[src/design/lrrca_pkg.sv]
// ----------------------------------------------------------------------------
// lrrca_pkg: shared types and constants for the channel allocator
// Field widths, command codes, controller states and the command/status
// bundles that join the controller and the datapath.
// ----------------------------------------------------------------------------
package lrrca_pkg;

  localparam int NUM_PORTS_DEF    = 5;
  localparam int NUM_CHANNELS_DEF = 4;

  localparam int CMD_W  = 2;
  localparam int PORT_W = 3;
  localparam int CH_W   = 2;
  localparam int PEND_W = 5;

  typedef enum logic [CMD_W-1:0] {
    CMD_REQUEST = 2'd0,
    CMD_PICK    = 2'd1,
    CMD_CLEAR   = 2'd2,
    CMD_NOP     = 2'd3
  } cmd_t;

  typedef enum logic [1:0] {
    ST_IDLE   = 2'd0,
    ST_LOAD   = 2'd1,
    ST_SEARCH = 2'd2,
    ST_COMMIT = 2'd3
  } state_t;

  typedef struct packed {
    logic capture;
    logic load;
    logic step;
    logic commit;
  } ctrl_cmd_t;

  typedef struct packed {
    logic need_search;
    logic hit;
  } ctrl_sts_t;

endpackage

[src/design/locking_round_robin_channel_allocator.sv]
// ----------------------------------------------------------------------------
// locking_round_robin_channel_allocator: top level
// One transfer is taken while busy is low and start is high. It steps
// through capture, row load, search (only for a pick on an unlocked row,
// 1 to NUM_PORTS*NUM_CHANNELS round-robin positions) and write-back; the
// search cursor steps one request bit per cycle. The result appears on
// the out_ ports for exactly one cycle, marked by out_strobe, in the cycle
// after write-back; the receiver cannot stall it, so it must sample every
// strobe. A new start is taken in the same cycle that the strobe shows.
// ----------------------------------------------------------------------------
module locking_round_robin_channel_allocator #(
  parameter int NUM_PORTS    = lrrca_pkg::NUM_PORTS_DEF,
  parameter int NUM_CHANNELS = lrrca_pkg::NUM_CHANNELS_DEF
) (
  input  logic                          clk,
  input  logic                          rst_n,
  input  logic                          start,
  output logic                          busy,
  input  logic [lrrca_pkg::CMD_W-1:0]   in_command,
  input  logic [lrrca_pkg::PORT_W-1:0]  in_out_port,
  input  logic [lrrca_pkg::CH_W-1:0]    in_out_ch,
  input  logic [lrrca_pkg::PORT_W-1:0]  in_in_port,
  input  logic [lrrca_pkg::CH_W-1:0]    in_in_ch,
  output logic                          out_strobe,
  output logic                          out_winner_valid,
  output logic [lrrca_pkg::PORT_W-1:0]  out_winner_port,
  output logic [lrrca_pkg::CH_W-1:0]    out_winner_ch,
  output logic                          out_was_requested,
  output logic [lrrca_pkg::PEND_W-1:0]  out_row_pending,
  output logic                          out_any_pending
);

  lrrca_pkg::ctrl_cmd_t cmd;
  lrrca_pkg::ctrl_sts_t sts;

  lrrca_ctrl u_ctrl (
    .clk   (clk),
    .rst_n (rst_n),
    .start (start),
    .busy  (busy),
    .sts   (sts),
    .cmd   (cmd)
  );

  lrrca_dp #(
    .NUM_PORTS    (NUM_PORTS),
    .NUM_CHANNELS (NUM_CHANNELS)
  ) u_dp (
    .clk               (clk),
    .rst_n             (rst_n),
    .cmd               (cmd),
    .sts               (sts),
    .in_command        (in_command),
    .in_out_port       (in_out_port),
    .in_out_ch         (in_out_ch),
    .in_in_port        (in_in_port),
    .in_in_ch          (in_in_ch),
    .out_strobe        (out_strobe),
    .out_winner_valid  (out_winner_valid),
    .out_winner_port   (out_winner_port),
    .out_winner_ch     (out_winner_ch),
    .out_was_requested (out_was_requested),
    .out_row_pending   (out_row_pending),
    .out_any_pending   (out_any_pending)
  );

endmodule

[src/design/lrrca_ctrl.sv]
// ----------------------------------------------------------------------------
// lrrca_ctrl: allocator sequencer
// Steps one transfer through capture, row load, round-robin search and
// write-back, and raises busy while an item is in flight.
// ----------------------------------------------------------------------------
module lrrca_ctrl (
  input  logic                  clk,
  input  logic                  rst_n,
  input  logic                  start,
  output logic                  busy,
  input  lrrca_pkg::ctrl_sts_t  sts,
  output lrrca_pkg::ctrl_cmd_t  cmd
);

  lrrca_pkg::state_t state_r;
  lrrca_pkg::state_t state_nxt;

  always_ff @(posedge clk) begin
    if (!rst_n) begin
      state_r <= lrrca_pkg::ST_IDLE;
    end else begin
      state_r <= state_nxt;
    end
  end

  always_comb begin
    state_nxt = state_r;
    cmd       = '0;
    case (state_r)
      lrrca_pkg::ST_IDLE: begin
        if (start) begin
          cmd.capture = 1'b1;
          state_nxt   = lrrca_pkg::ST_LOAD;
        end
      end
      lrrca_pkg::ST_LOAD: begin
        cmd.load  = 1'b1;
        state_nxt = sts.need_search ? lrrca_pkg::ST_SEARCH : lrrca_pkg::ST_COMMIT;
      end
      lrrca_pkg::ST_SEARCH: begin
        cmd.step = 1'b1;
        if (sts.hit) begin
          state_nxt = lrrca_pkg::ST_COMMIT;
        end
      end
      lrrca_pkg::ST_COMMIT: begin
        cmd.commit = 1'b1;
        state_nxt  = lrrca_pkg::ST_IDLE;
      end
      default: begin
        state_nxt = lrrca_pkg::ST_IDLE;
      end
    endcase
  end

  assign busy = (state_r != lrrca_pkg::ST_IDLE);

  a_cmd_onehot: assert property (@(posedge clk) disable iff (!rst_n)
    $onehot0({cmd.capture, cmd.load, cmd.step, cmd.commit}))
    else $error("controller issued more than one command");

endmodule

[src/design/lrrca_dp.sv]
// ----------------------------------------------------------------------------
// lrrca_dp: allocator datapath
// Per-row request bits, lock/done/known flags, round-robin pointers and
// pending counts; a stepping cursor for the round-robin search; result
// registers with a one-cycle strobe.
// ----------------------------------------------------------------------------
module lrrca_dp #(
  parameter int NUM_PORTS    = lrrca_pkg::NUM_PORTS_DEF,
  parameter int NUM_CHANNELS = lrrca_pkg::NUM_CHANNELS_DEF
) (
  input  logic                          clk,
  input  logic                          rst_n,
  input  lrrca_pkg::ctrl_cmd_t          cmd,
  output lrrca_pkg::ctrl_sts_t          sts,
  input  logic [lrrca_pkg::CMD_W-1:0]   in_command,
  input  logic [lrrca_pkg::PORT_W-1:0]  in_out_port,
  input  logic [lrrca_pkg::CH_W-1:0]    in_out_ch,
  input  logic [lrrca_pkg::PORT_W-1:0]  in_in_port,
  input  logic [lrrca_pkg::CH_W-1:0]    in_in_ch,
  output logic                          out_strobe,
  output logic                          out_winner_valid,
  output logic [lrrca_pkg::PORT_W-1:0]  out_winner_port,
  output logic [lrrca_pkg::CH_W-1:0]    out_winner_ch,
  output logic                          out_was_requested,
  output logic [lrrca_pkg::PEND_W-1:0]  out_row_pending,
  output logic                          out_any_pending
);

  localparam int NROWS = NUM_PORTS * NUM_CHANNELS;
  localparam int ROW_W = $clog2(NROWS);
  localparam int PW    = $clog2(NUM_PORTS);
  localparam int CW    = (NUM_CHANNELS > 1) ? $clog2(NUM_CHANNELS) : 1;
  localparam int CNT_W = $clog2(NROWS + 1);
  localparam int TOT_W = $clog2(NROWS * NROWS + 1);
  localparam int OPW   = lrrca_pkg::PORT_W;
  localparam int OCW   = lrrca_pkg::CH_W;
  localparam int OPDW  = lrrca_pkg::PEND_W;

  // captured item
  lrrca_pkg::cmd_t             cmd_r;
  logic [OPW-1:0]              op_r;
  logic [OCW-1:0]              oc_r;
  logic [OPW-1:0]              ip_r;
  logic [OCW-1:0]              ic_r;

  // row store
  logic [NROWS-1:0]            req_rows_r [NROWS];
  logic [CNT_W-1:0]            cnt_r      [NROWS];
  logic [ROW_W-1:0]            ptr_idx_r  [NROWS];
  logic [PW-1:0]               ptr_port_r [NROWS];
  logic [CW-1:0]               ptr_ch_r   [NROWS];
  logic [NROWS-1:0]            lock_r;
  logic [NROWS-1:0]            done_r;
  logic [NROWS-1:0]            known_r;
  logic [TOT_W-1:0]            total_r;

  // working copy of the addressed row
  logic [NROWS-1:0]            bits_w_r;
  logic [CNT_W-1:0]            cnt_w_r;
  logic                        lock_w_r;
  logic                        done_w_r;
  logic                        known_w_r;
  logic                        was_r;
  logic                        hit_r;
  logic [ROW_W-1:0]            cur_idx_r;
  logic [PW-1:0]               cur_port_r;
  logic [CW-1:0]               cur_ch_r;

  logic                        out_strobe_r;
  logic                        out_wv_r;
  logic [OPW-1:0]              out_wp_r;
  logic [OCW-1:0]              out_wc_r;
  logic                        out_was_r;
  logic [OPDW-1:0]             out_pend_r;
  logic                        out_any_r;

  logic                        row_ok;
  logic                        bit_ok;
  logic [ROW_W-1:0]            row_idx;
  logic [ROW_W-1:0]            bit_idx;
  logic [NROWS-1:0]            mask;
  logic [ROW_W-1:0]            adv_idx;
  logic [PW-1:0]               adv_port;
  logic [CW-1:0]               adv_ch;

  logic [NROWS-1:0]            bits_nxt;
  logic [CNT_W-1:0]            cnt_nxt;
  logic                        lock_nxt;
  logic                        done_nxt;
  logic                        known_nxt;
  logic [TOT_W-1:0]            total_nxt;
  logic                        wv_nxt;

  assign row_ok  = (32'(op_r) < NUM_PORTS) && (32'(oc_r) < NUM_CHANNELS);
  assign bit_ok  = (32'(ip_r) < NUM_PORTS) && (32'(ic_r) < NUM_CHANNELS);
  assign row_idx = row_ok ? ROW_W'(32'(op_r) * NUM_CHANNELS + 32'(oc_r)) : '0;
  assign bit_idx = bit_ok ? ROW_W'(32'(ip_r) * NUM_CHANNELS + 32'(ic_r)) : '0;
  assign mask    = bit_ok ? (NROWS'(1) << bit_idx) : '0;

  // advance the round-robin cursor by one position
  always_comb begin
    adv_idx  = (cur_idx_r == ROW_W'(NROWS - 1)) ? '0 : cur_idx_r + 1'b1;
    adv_port = cur_port_r;
    adv_ch   = cur_ch_r + 1'b1;
    if (cur_ch_r == CW'(NUM_CHANNELS - 1)) begin
      adv_ch   = '0;
      adv_port = (cur_port_r == PW'(NUM_PORTS - 1)) ? '0 : cur_port_r + 1'b1;
    end
  end

  assign sts.need_search = row_ok && (cmd_r == lrrca_pkg::CMD_PICK) &&
                           !done_r[row_idx] && !lock_r[row_idx] &&
                           (cnt_r[row_idx] != '0);
  assign sts.hit         = bits_w_r[adv_idx];

  // write-back values for the addressed row
  always_comb begin
    bits_nxt  = bits_w_r;
    cnt_nxt   = cnt_w_r;
    lock_nxt  = lock_w_r;
    done_nxt  = done_w_r;
    known_nxt = known_w_r;
    total_nxt = total_r;
    case (cmd_r)
      lrrca_pkg::CMD_REQUEST: begin
        if (bit_ok) begin
          bits_nxt = bits_w_r | mask;
          done_nxt = 1'b0;
          if (!was_r) begin
            cnt_nxt   = cnt_w_r + 1'b1;
            total_nxt = total_r + 1'b1;
          end
        end
      end
      lrrca_pkg::CMD_PICK: begin
        if (!done_w_r) begin
          if (lock_w_r) begin
            done_nxt = 1'b1;
          end else if (hit_r) begin
            known_nxt = 1'b1;
            lock_nxt  = 1'b1;
            done_nxt  = 1'b1;
          end
        end
      end
      lrrca_pkg::CMD_CLEAR: begin
        if (bit_ok) begin
          bits_nxt = bits_w_r & ~mask;
          lock_nxt = 1'b0;
          done_nxt = 1'b0;
          if (was_r) begin
            cnt_nxt   = cnt_w_r - 1'b1;
            total_nxt = total_r - 1'b1;
          end
        end
      end
      default: begin
      end
    endcase
    if (!row_ok) begin
      total_nxt = total_r;
    end
  end

  assign wv_nxt = row_ok && lock_nxt && known_nxt;

  // capture the item
  always_ff @(posedge clk) begin
    if (cmd.capture) begin
      cmd_r <= lrrca_pkg::cmd_t'(in_command);
      op_r  <= in_out_port;
      oc_r  <= in_out_ch;
      ip_r  <= in_in_port;
      ic_r  <= in_in_ch;
    end
  end

  // load the addressed row, then step the cursor during search
  always_ff @(posedge clk) begin
    if (cmd.load) begin
      bits_w_r   <= req_rows_r[row_idx];
      cnt_w_r    <= cnt_r[row_idx];
      lock_w_r   <= lock_r[row_idx];
      done_w_r   <= done_r[row_idx];
      known_w_r  <= known_r[row_idx];
      cur_idx_r  <= ptr_idx_r[row_idx];
      cur_port_r <= ptr_port_r[row_idx];
      cur_ch_r   <= ptr_ch_r[row_idx];
      was_r      <= row_ok && bit_ok && req_rows_r[row_idx][bit_idx];
      hit_r      <= 1'b0;
    end else if (cmd.step) begin
      cur_idx_r  <= adv_idx;
      cur_port_r <= adv_port;
      cur_ch_r   <= adv_ch;
      if (bits_w_r[adv_idx]) begin
        hit_r <= 1'b1;
      end
    end
  end

  // row store write-back
  always_ff @(posedge clk) begin
    if (!rst_n) begin
      for (int i = 0; i < NROWS; i++) begin
        req_rows_r[i] <= '0;
        cnt_r[i]      <= '0;
        ptr_idx_r[i]  <= '0;
        ptr_port_r[i] <= '0;
        ptr_ch_r[i]   <= '0;
      end
      lock_r  <= '0;
      done_r  <= '0;
      known_r <= '0;
      total_r <= '0;
    end else if (cmd.commit) begin
      total_r <= total_nxt;
      if (row_ok) begin
        req_rows_r[row_idx] <= bits_nxt;
        cnt_r[row_idx]      <= cnt_nxt;
        ptr_idx_r[row_idx]  <= cur_idx_r;
        ptr_port_r[row_idx] <= cur_port_r;
        ptr_ch_r[row_idx]   <= cur_ch_r;
        lock_r[row_idx]     <= lock_nxt;
        done_r[row_idx]     <= done_nxt;
        known_r[row_idx]    <= known_nxt;
      end
    end
  end

  // result registers
  always_ff @(posedge clk) begin
    if (!rst_n) begin
      out_strobe_r <= 1'b0;
    end else begin
      out_strobe_r <= cmd.commit;
    end
  end

  always_ff @(posedge clk) begin
    if (cmd.commit) begin
      out_wv_r   <= wv_nxt;
      out_wp_r   <= wv_nxt ? OPW'(cur_port_r) : '0;
      out_wc_r   <= wv_nxt ? OCW'(cur_ch_r) : '0;
      out_was_r  <= was_r;
      out_pend_r <= row_ok ? OPDW'(cnt_nxt) : '0;
      out_any_r  <= (total_nxt != '0);
    end
  end

  assign out_strobe        = out_strobe_r;
  assign out_winner_valid  = out_wv_r;
  assign out_winner_port   = out_wp_r;
  assign out_winner_ch     = out_wc_r;
  assign out_was_requested = out_was_r;
  assign out_row_pending   = out_pend_r;
  assign out_any_pending   = out_any_r;

  a_strobe_single: assert property (@(posedge clk) disable iff (!rst_n)
    out_strobe_r |=> !out_strobe_r)
    else $error("result strobe held for more than one cycle");

  a_locked_pending: assert property (@(posedge clk) disable iff (!rst_n)
    (out_strobe_r && out_wv_r) |-> ((out_pend_r != '0) && out_any_r))
    else $error("winner reported on a row with no pending request");

  a_search_nonempty: assert property (@(posedge clk) disable iff (!rst_n)
    cmd.step |-> (bits_w_r != '0))
    else $error("round-robin search started on an empty row");

endmodule
[config.mk]
export PLATFORM = sky130hd
export DESIGN_NAME = locking_round_robin_channel_allocator
export DESIGN_NICKNAME = d
export VERILOG_FILES = /design/src/design/lrrca_pkg.sv /design/src/design/locking_round_robin_channel_allocator.sv /design/src/design/lrrca_ctrl.sv /design/src/design/lrrca_dp.sv
export SDC_FILE = /design/constraint.sdc
export NUM_CORES = 2
export LEC_CHECK = 0
export BUFFER_PORTS_ARGS = -buffer_cell sky130_fd_sc_hd__buf_4
export CAP_MARGIN = 20
export CORE_MARGIN = 1.5
export CORE_UTILIZATION = 30
export CTS_CLUSTER_DIAMETER = 150
export CTS_CLUSTER_SIZE = 8
export DETAILED_ROUTE_END_ITERATION = 7
export GPL_ROUTABILITY_DRIVEN = 0
export PLACE_DENSITY = 0.5
export SETUP_SLACK_MARGIN = 0.2
export SLEW_MARGIN = 20
export SYNTH_ARGS = -nofsm -noshare
export SYNTH_HDL_FRONTEND = slang
export SYNTH_SLANG_ARGS = --single-unit
[constraint.sdc]
create_clock -name clk -period 3.5 [get_ports clk]
set_input_delay 0.35 -clock clk [delete_from_list [all_inputs] [get_ports clk]]
set_output_delay 0.35 -clock clk [all_outputs]
set_load 0.01 [all_outputs]
==> flow_summary.html <==
<table>
<tr><th>Metric</th><th>Value</th></tr>
<tr><th colspan="2">Outcome</th></tr>
<tr><td>Result of the run</td><td>completed</td></tr>
<tr><th colspan="2">Route</th></tr>
<tr><td>Number of iterations in the first detailed-routing pass</td><td>6</td></tr>
<tr><td>Antenna-violating nets left</td><td>0</td></tr>
<tr><td>Via density per instance</td><td>5.66</td></tr>
<tr><td>Via count of the routed design</td><td>about 29000</td></tr>
<tr><td>Total length of routed wires</td><td>about 150 mm</td></tr>
<tr><td>Detailed Route Iter0 Violations</td><td>around 3700</td></tr>
<tr><td>Post-route DRC</td><td>0</td></tr>
<tr><td>Wirelength per Cell</td><td>between 20 and 30 um</td></tr>
<tr><th colspan="2">Synth</th></tr>
<tr><td>Total nets after synthesis</td><td>approximately 3300</td></tr>
<tr><td>Fraction of registers with async set or reset after synthesis</td><td>0%</td></tr>
<tr><td>Most frequent cell after synthesis</td><td>sky130_fd_sc_hd__edfxtp_1</td></tr>
<tr><td>Library cell occupying the most area in the post-synthesis netlist</td><td>sky130_fd_sc_hd__edfxtp_1</td></tr>
<tr><td>Number of different library cells in the post-synthesis netlist</td><td>between 80 and 90</td></tr>
<tr><td>Multiplexer area fraction after synthesis</td><td>between 5 and 6%</td></tr>
<tr><td>Cell types with the largest area share after synthesis</td><td>sky130_fd_sc_hd__edfxtp_1 (60%), sky130_fd_sc_hd__nor2_1 (7.0%), sky130_fd_sc_hd__dfxtp_1 (3.8%), sky130_fd_sc_hd__mux2i_1 (2.4%), sky130_fd_sc_hd__and2_1 (2.0%)</td></tr>
<tr><td>Number of synthesized flops with an enable pin</td><td>approximately 760</td></tr>
<tr><td>Synthesized-area fraction occupied by xor and xnor cells</td><td>0.114%</td></tr>
<tr><td>Area fraction of the dominant cell type after synthesis</td><td>between 50 and 60%</td></tr>
<tr><td>Primary flip-flop cell chosen by synthesis mapping</td><td>sky130_fd_sc_hd__edfxtp_1</td></tr>
<tr><td>Commonest cells in the synthesized netlist</td><td>sky130_fd_sc_hd__edfxtp_1 (764), sky130_fd_sc_hd__nor2_1 (710), sky130_fd_sc_hd__clkbuf_1 (193), sky130_fd_sc_hd__a21oi_1 (130), sky130_fd_sc_hd__nand2_1 (128)</td></tr>
<tr><td>FF+latch count, synth</td><td>~840</td></tr>
<tr><td>Total of warnings raised by yosys</td><td>0</td></tr>
<tr><td>Area fraction in compound gates after synthesis</td><td>12.2%</td></tr>
<tr><td>Arithmetic-cell share of the synthesized area counting full adders, half adders and majority gates</td><td>less than 1%</td></tr>
<tr><td>Syn avg cell area</td><td>between 10 and 15 um^2</td></tr>
<tr><td>Seq/Total Area, Yosys</td><td>between 60% and 70%</td></tr>
<tr><td>Dominant combinational cell family by area after synthesis</td><td>simple AND/OR/NAND/NOR gates</td></tr>
<tr><td>Post-synthesis instance total</td><td>3264</td></tr>
<tr><td>Post-Syn Area</td><td>about 38000 um^2</td></tr>
<tr><td>Post-Synth Simple-Gate Area</td><td>approximately 14%</td></tr>
<tr><th colspan="2">Clocking</th></tr>
<tr><td>CTS tree</td><td>done</td></tr>
<tr><td>Cell chosen for the clock root</td><td>sky130_fd_sc_hd__clkbuf_16</td></tr>
<tr><td>Source-to-sink clock delay at the later pin of the worst-skew pair</td><td>between 700 and 800 ps</td></tr>
<tr><td>Depth of the CTS H-tree</td><td>3</td></tr>
<tr><td>Clock sink total</td><td>837</td></tr>
<tr><td>Maximum clock path buffer count</td><td>3</td></tr>
<tr><td>Clock-pin slew of the registers on the worst-case setup and hold paths</td><td>about 60 ps</td></tr>
<tr><td>Number of buffers added by the clock tree synthesis step</td><td>114</td></tr>
<tr><th colspan="2">Critical path</th></tr>
<tr><td>Cells along the critical path</td><td>buf_4 &gt; buf_4 &gt; nand3b_1 &gt; buf_4 &gt; o22ai_1 &gt; a22o_1 &gt; a211oi_2 &gt; nor4bb_1 &gt; o211a_1 &gt; a311oi_1 &gt; a211oi_2</td></tr>
<tr><td>Crit path launch</td><td>u_dp.op_r[2]</td></tr>
<tr><td>Reg-to-reg endpoint</td><td>u_dp.was_r</td></tr>
<tr><td>Reg2reg start</td><td>u_dp.op_r[2]</td></tr>
<tr><td>Required time reported for the critical path endpoint</td><td>about 4100 ps</td></tr>
<tr><td>Cell seen most often among critical-path stages</td><td>sky130_fd_sc_hd__buf_4</td></tr>
<tr><td>Class of the most critical setup path</td><td>reg -&gt; reg</td></tr>
<tr><td>Critical path fanouts, max</td><td>17</td></tr>
<tr><td>FF-to-FF path depth</td><td>11</td></tr>
<tr><td>Critical Path End Type</td><td>flop</td></tr>
<tr><td>Largest stage delay, worst path</td><td>approximately 420 ps</td></tr>
<tr><td>Cell class contributing the biggest share of worst-path delay</td><td>compound AO/OA/AOI/OAI gates</td></tr>
<tr><td>Cell depth of the worst setup path</td><td>11</td></tr>
<tr><td>Crit path launch type</td><td>flop</td></tr>
<tr><td>CP Data Arrival Time</td><td>~3800 ps</td></tr>
<tr><td>Combined buffer and inverter count along the critical path</td><td>3</td></tr>
<tr><td>Slowest cell on crit path</td><td>sky130_fd_sc_hd__nor4bb_1</td></tr>
<tr><td>Slack of the worst reg-to-reg path</td><td>roughly 230 ps</td></tr>
<tr><th colspan="2">Finish</th></tr>
<tr><td>Layout Cells excl Fill</td><td>5100</td></tr>
<tr><td>Fin area</td><td>about 45000 um^2</td></tr>
<tr><td>Share of final-layout standard cells stronger than drive strength 1</td><td>roughly 16%</td></tr>
<tr><td>Relative area change from synthesis to final layout</td><td>18.1%</td></tr>
<tr><td>Sequential cell area</td><td>24400 um^2</td></tr>
<tr><td>Final-layout fill cell count</td><td>about 12000</td></tr>
<tr><td>Number of nets in the layout</td><td>about 3400</td></tr>
<tr><td>Antenna Cells</td><td>0</td></tr>
<tr><td>Multi-input logic area</td><td>approximately 13000 um^2</td></tr>
<tr><th colspan="2">Worst hold path</th></tr>
<tr><td>Critical hold path startpoint</td><td>rst_n</td></tr>
<tr><td>Worst hold path cell count</td><td>2</td></tr>
<tr><td>Worst Hold Endpoint</td><td>u_dp.total_r[4]</td></tr>
<tr><td>Hold Path Class</td><td>in -&gt; reg</td></tr>
<tr><th colspan="2">Placement</th></tr>
<tr><td>Cell area after placement</td><td>41900 um^2</td></tr>
<tr><td>Post-placement setup slack</td><td>137 ps</td></tr>
<tr><td>Post-detailed-placement half-perimeter wirelength</td><td>97.6 mm</td></tr>
<tr><td>Placed Cells incl. Taps</td><td>a little under 5000</td></tr>
<tr><td>Total of buffers placed on input and output ports</td><td>29</td></tr>
<tr><th colspan="2">Floorplanning</th></tr>
<tr><td>Die Height</td><td>360 um</td></tr>
<tr><td>Effective utilization at floorplan</td><td>a little under a third</td></tr>
<tr><td>Die area</td><td>130000 um^2</td></tr>
<tr><td>Width of the chip</td><td>between 300 and 400 um</td></tr>
<tr><td>Core area</td><td>126000 um^2</td></tr>
<tr><td>Number of cell rows</td><td>130</td></tr>
<tr><td>Boundary pin count</td><td>30</td></tr>
<tr><th colspan="2">Timing</th></tr>
<tr><td>Setup total negative slack</td><td>0 ps</td></tr>
<tr><td>Max-slew headroom at the worst pin</td><td>35.5%</td></tr>
<tr><td>Max frequency</td><td>between 300 and 400 MHz</td></tr>
<tr><td>Number of failing hold endpoints at the final stage</td><td>0</td></tr>
<tr><td>Final critical-path required period</td><td>approximately 3300 ps</td></tr>
<tr><td>Worst Skew</td><td>roughly 53 ps</td></tr>
<tr><td>Pin slew with the least headroom to its limit</td><td>between 900 and 1000 ps</td></tr>
<tr><td>Setup violators final</td><td>0</td></tr>
<tr><td>Final WS setup</td><td>roughly 230 ps</td></tr>
<tr><td>Count of final max-slew check failures</td><td>0</td></tr>
<tr><td>Setup repair after global routing missed its margin</td><td>yes</td></tr>
<tr><td>Period utilization</td><td>between 90% and 100%</td></tr>
<tr><th colspan="2">Power</th></tr>
<tr><td>Lkg Pwr</td><td>~17 nW</td></tr>
<tr><td>Internal Power</td><td>just over 20 mW</td></tr>
<tr><td>Switching Power</td><td>around 11 mW</td></tr>
<tr><td>Comb power frac</td><td>between 20% and 30%</td></tr>
<tr><td>Cell Pwr Density</td><td>696 nW/um^2</td></tr>
<tr><td>Sequential group share of total power</td><td>38.8%</td></tr>
<tr><td>Relative contribution of the clock network to total power</td><td>between 30% and 40%</td></tr>
<tr><td>Maximum ir drop on the vdd rail</td><td>a little over 0.4 mV</td></tr>
<tr><td>Switching Fraction</td><td>a little over a third</td></tr>
<tr><th colspan="2">GRT</th></tr>
<tr><td>Largest net degree at the start of global routing</td><td>between 40 and 50</td></tr>
<tr><td>First-pass GRT wire length</td><td>~210 mm</td></tr>
<tr><td>Grt ovf</td><td>0</td></tr>
<tr><td>Number of antenna violations at the first check in global routing</td><td>3</td></tr>
<tr><td>GR Util All Layers</td><td>a little under a quarter</td></tr>
<tr><td>Number of global-route vias before repair</td><td>~28000</td></tr>
<tr><th colspan="2">Run</th></tr>
<tr><td>Number of maximum-capacitance constraint violations</td><td>0</td></tr>
</table>
[how the worst max path moves through the flow]
stage                         to  slack, ps
2_1_floorplan  u_dp.cnt_r[16][0]        370
3_3_place_gp          u_dp.was_r        170
3_5_place_dp          u_dp.was_r        140
4_1_cts        u_ctrl.state_r[0]        260
5_1_grt               u_dp.was_r        140
6_report              u_dp.was_r        230
[what timing repair did]
item	4_1_cts	5_1_grt
resized for setup	2	1
pin swaps	0	1
hold buffers	12	0
setup buffers	0	4
endpoints found under the setup margin	1	2
endpoints found under the hold margin	12	0
[layout by cell type, fill, tap and decap left out, types with 41 or more instances in the layout]
cell type / netlist / final
sky130_fd_sc_hd__a22o_1: 43 / 43
sky130_fd_sc_hd__o21ai_0: 79 / 77
sky130_fd_sc_hd__dfxtp_1: 73 / 73
sky130_fd_sc_hd__buf_4: 16 / 255
sky130_fd_sc_hd__o21a_1: 42 / 41
sky130_fd_sc_hd__clkbuf_1: 193 / 58
sky130_fd_sc_hd__and3_1: 45 / 45
sky130_fd_sc_hd__nand2_1: 128 / 122
sky130_fd_sc_hd__mux2i_1: 93 / 93
sky130_fd_sc_hd__and2_1: 124 / 124
sky130_fd_sc_hd__nor2_1: 710 / 706
sky130_fd_sc_hd__o221ai_1: 55 / 55
sky130_fd_sc_hd__o22ai_1: 87 / 87
sky130_fd_sc_hd__edfxtp_1: 764 / 764
sky130_fd_sc_hd__a21oi_1: 130 / 128
sky130_fd_sc_hd__clkbuf_16: 0 / 116
sky130_fd_sc_hd__mux2_2: 41 / 41
[registers in the layout (all words and copies together) (netlist names), 3 cells and up]
register,cells
u_dp.bits_w_r,20
u_dp.cnt_r,100
u_dp.cnt_w_r,5
u_dp.cur_idx_r,5
u_dp.cur_port_r,3
u_dp.done_r,20
u_dp.ip_r,3
u_dp.known_r,20
u_dp.lock_r,20
u_dp.op_r,3
u_dp.out_row_pending,5
u_dp.out_winner_port,3
u_dp.ptr_ch_r,40
u_dp.ptr_idx_r,100
u_dp.ptr_port_r,60
u_dp.req_rows_r,400
u_dp.total_r,9
[kinds of logic after synthesis]
kind of cell	count (synthesis)
and+or+nand+nor	1209
AOI/OAI and AO/OA	667
xor gates and xnor gates	5
adders and majority gates	17
buffers and inverters	355
DFF	837
muxes	174
[metrics by stage]
step	hold slack (ps)	total power, mW	utilization [%]
global placement	436	21.1	33.2
floorplan	424	16.8	-
finish	61.1	31.5	35.8
CTS	42.2	31.4	35.8
detailed placement	443	21.1	33.2
global route	85.4	32.4	35.8
[power by group through the flow]
stage / sequential, mW / combinational [mW] / clock, mW
2_1_floorplan: 12.1 / 4.71 / 0
3_3_place_gp: 12.4 / 8.70 / 0
3_5_place_dp: 12.4 / 8.68 / 0
4_1_cts: 12.2 / 8.72 / 10.5
5_1_grt: 12.3 / 9.29 / 10.8
6_report: 12.2 / 8.95 / 10.3
[final cells by class]
class / count / area share (%)
clock buffer: 174 / 6.90
tap: 1650 / 4.56
multi-input combinational: 2072 / 27.7
clock inverter: 5 / 0.160
inverter: 55 / 0.456
sequential: 837 / 53.9
timing repair buffer: 307 / 6.27
[layer usage]
metal | vias to the layer above | global-route usage (%) | part of all wire, %
met5 | - | 0 | 0
met4 | 0 | 8.04 | 3.4
met3 | 300 | 4.73 | 10
met2 | 1713 | 35.4 | 45
met1 | 14600 | 31.3 | 42
li1 | 12300 | - | -
No activity file was read; power rests on OpenSTA's default activity.
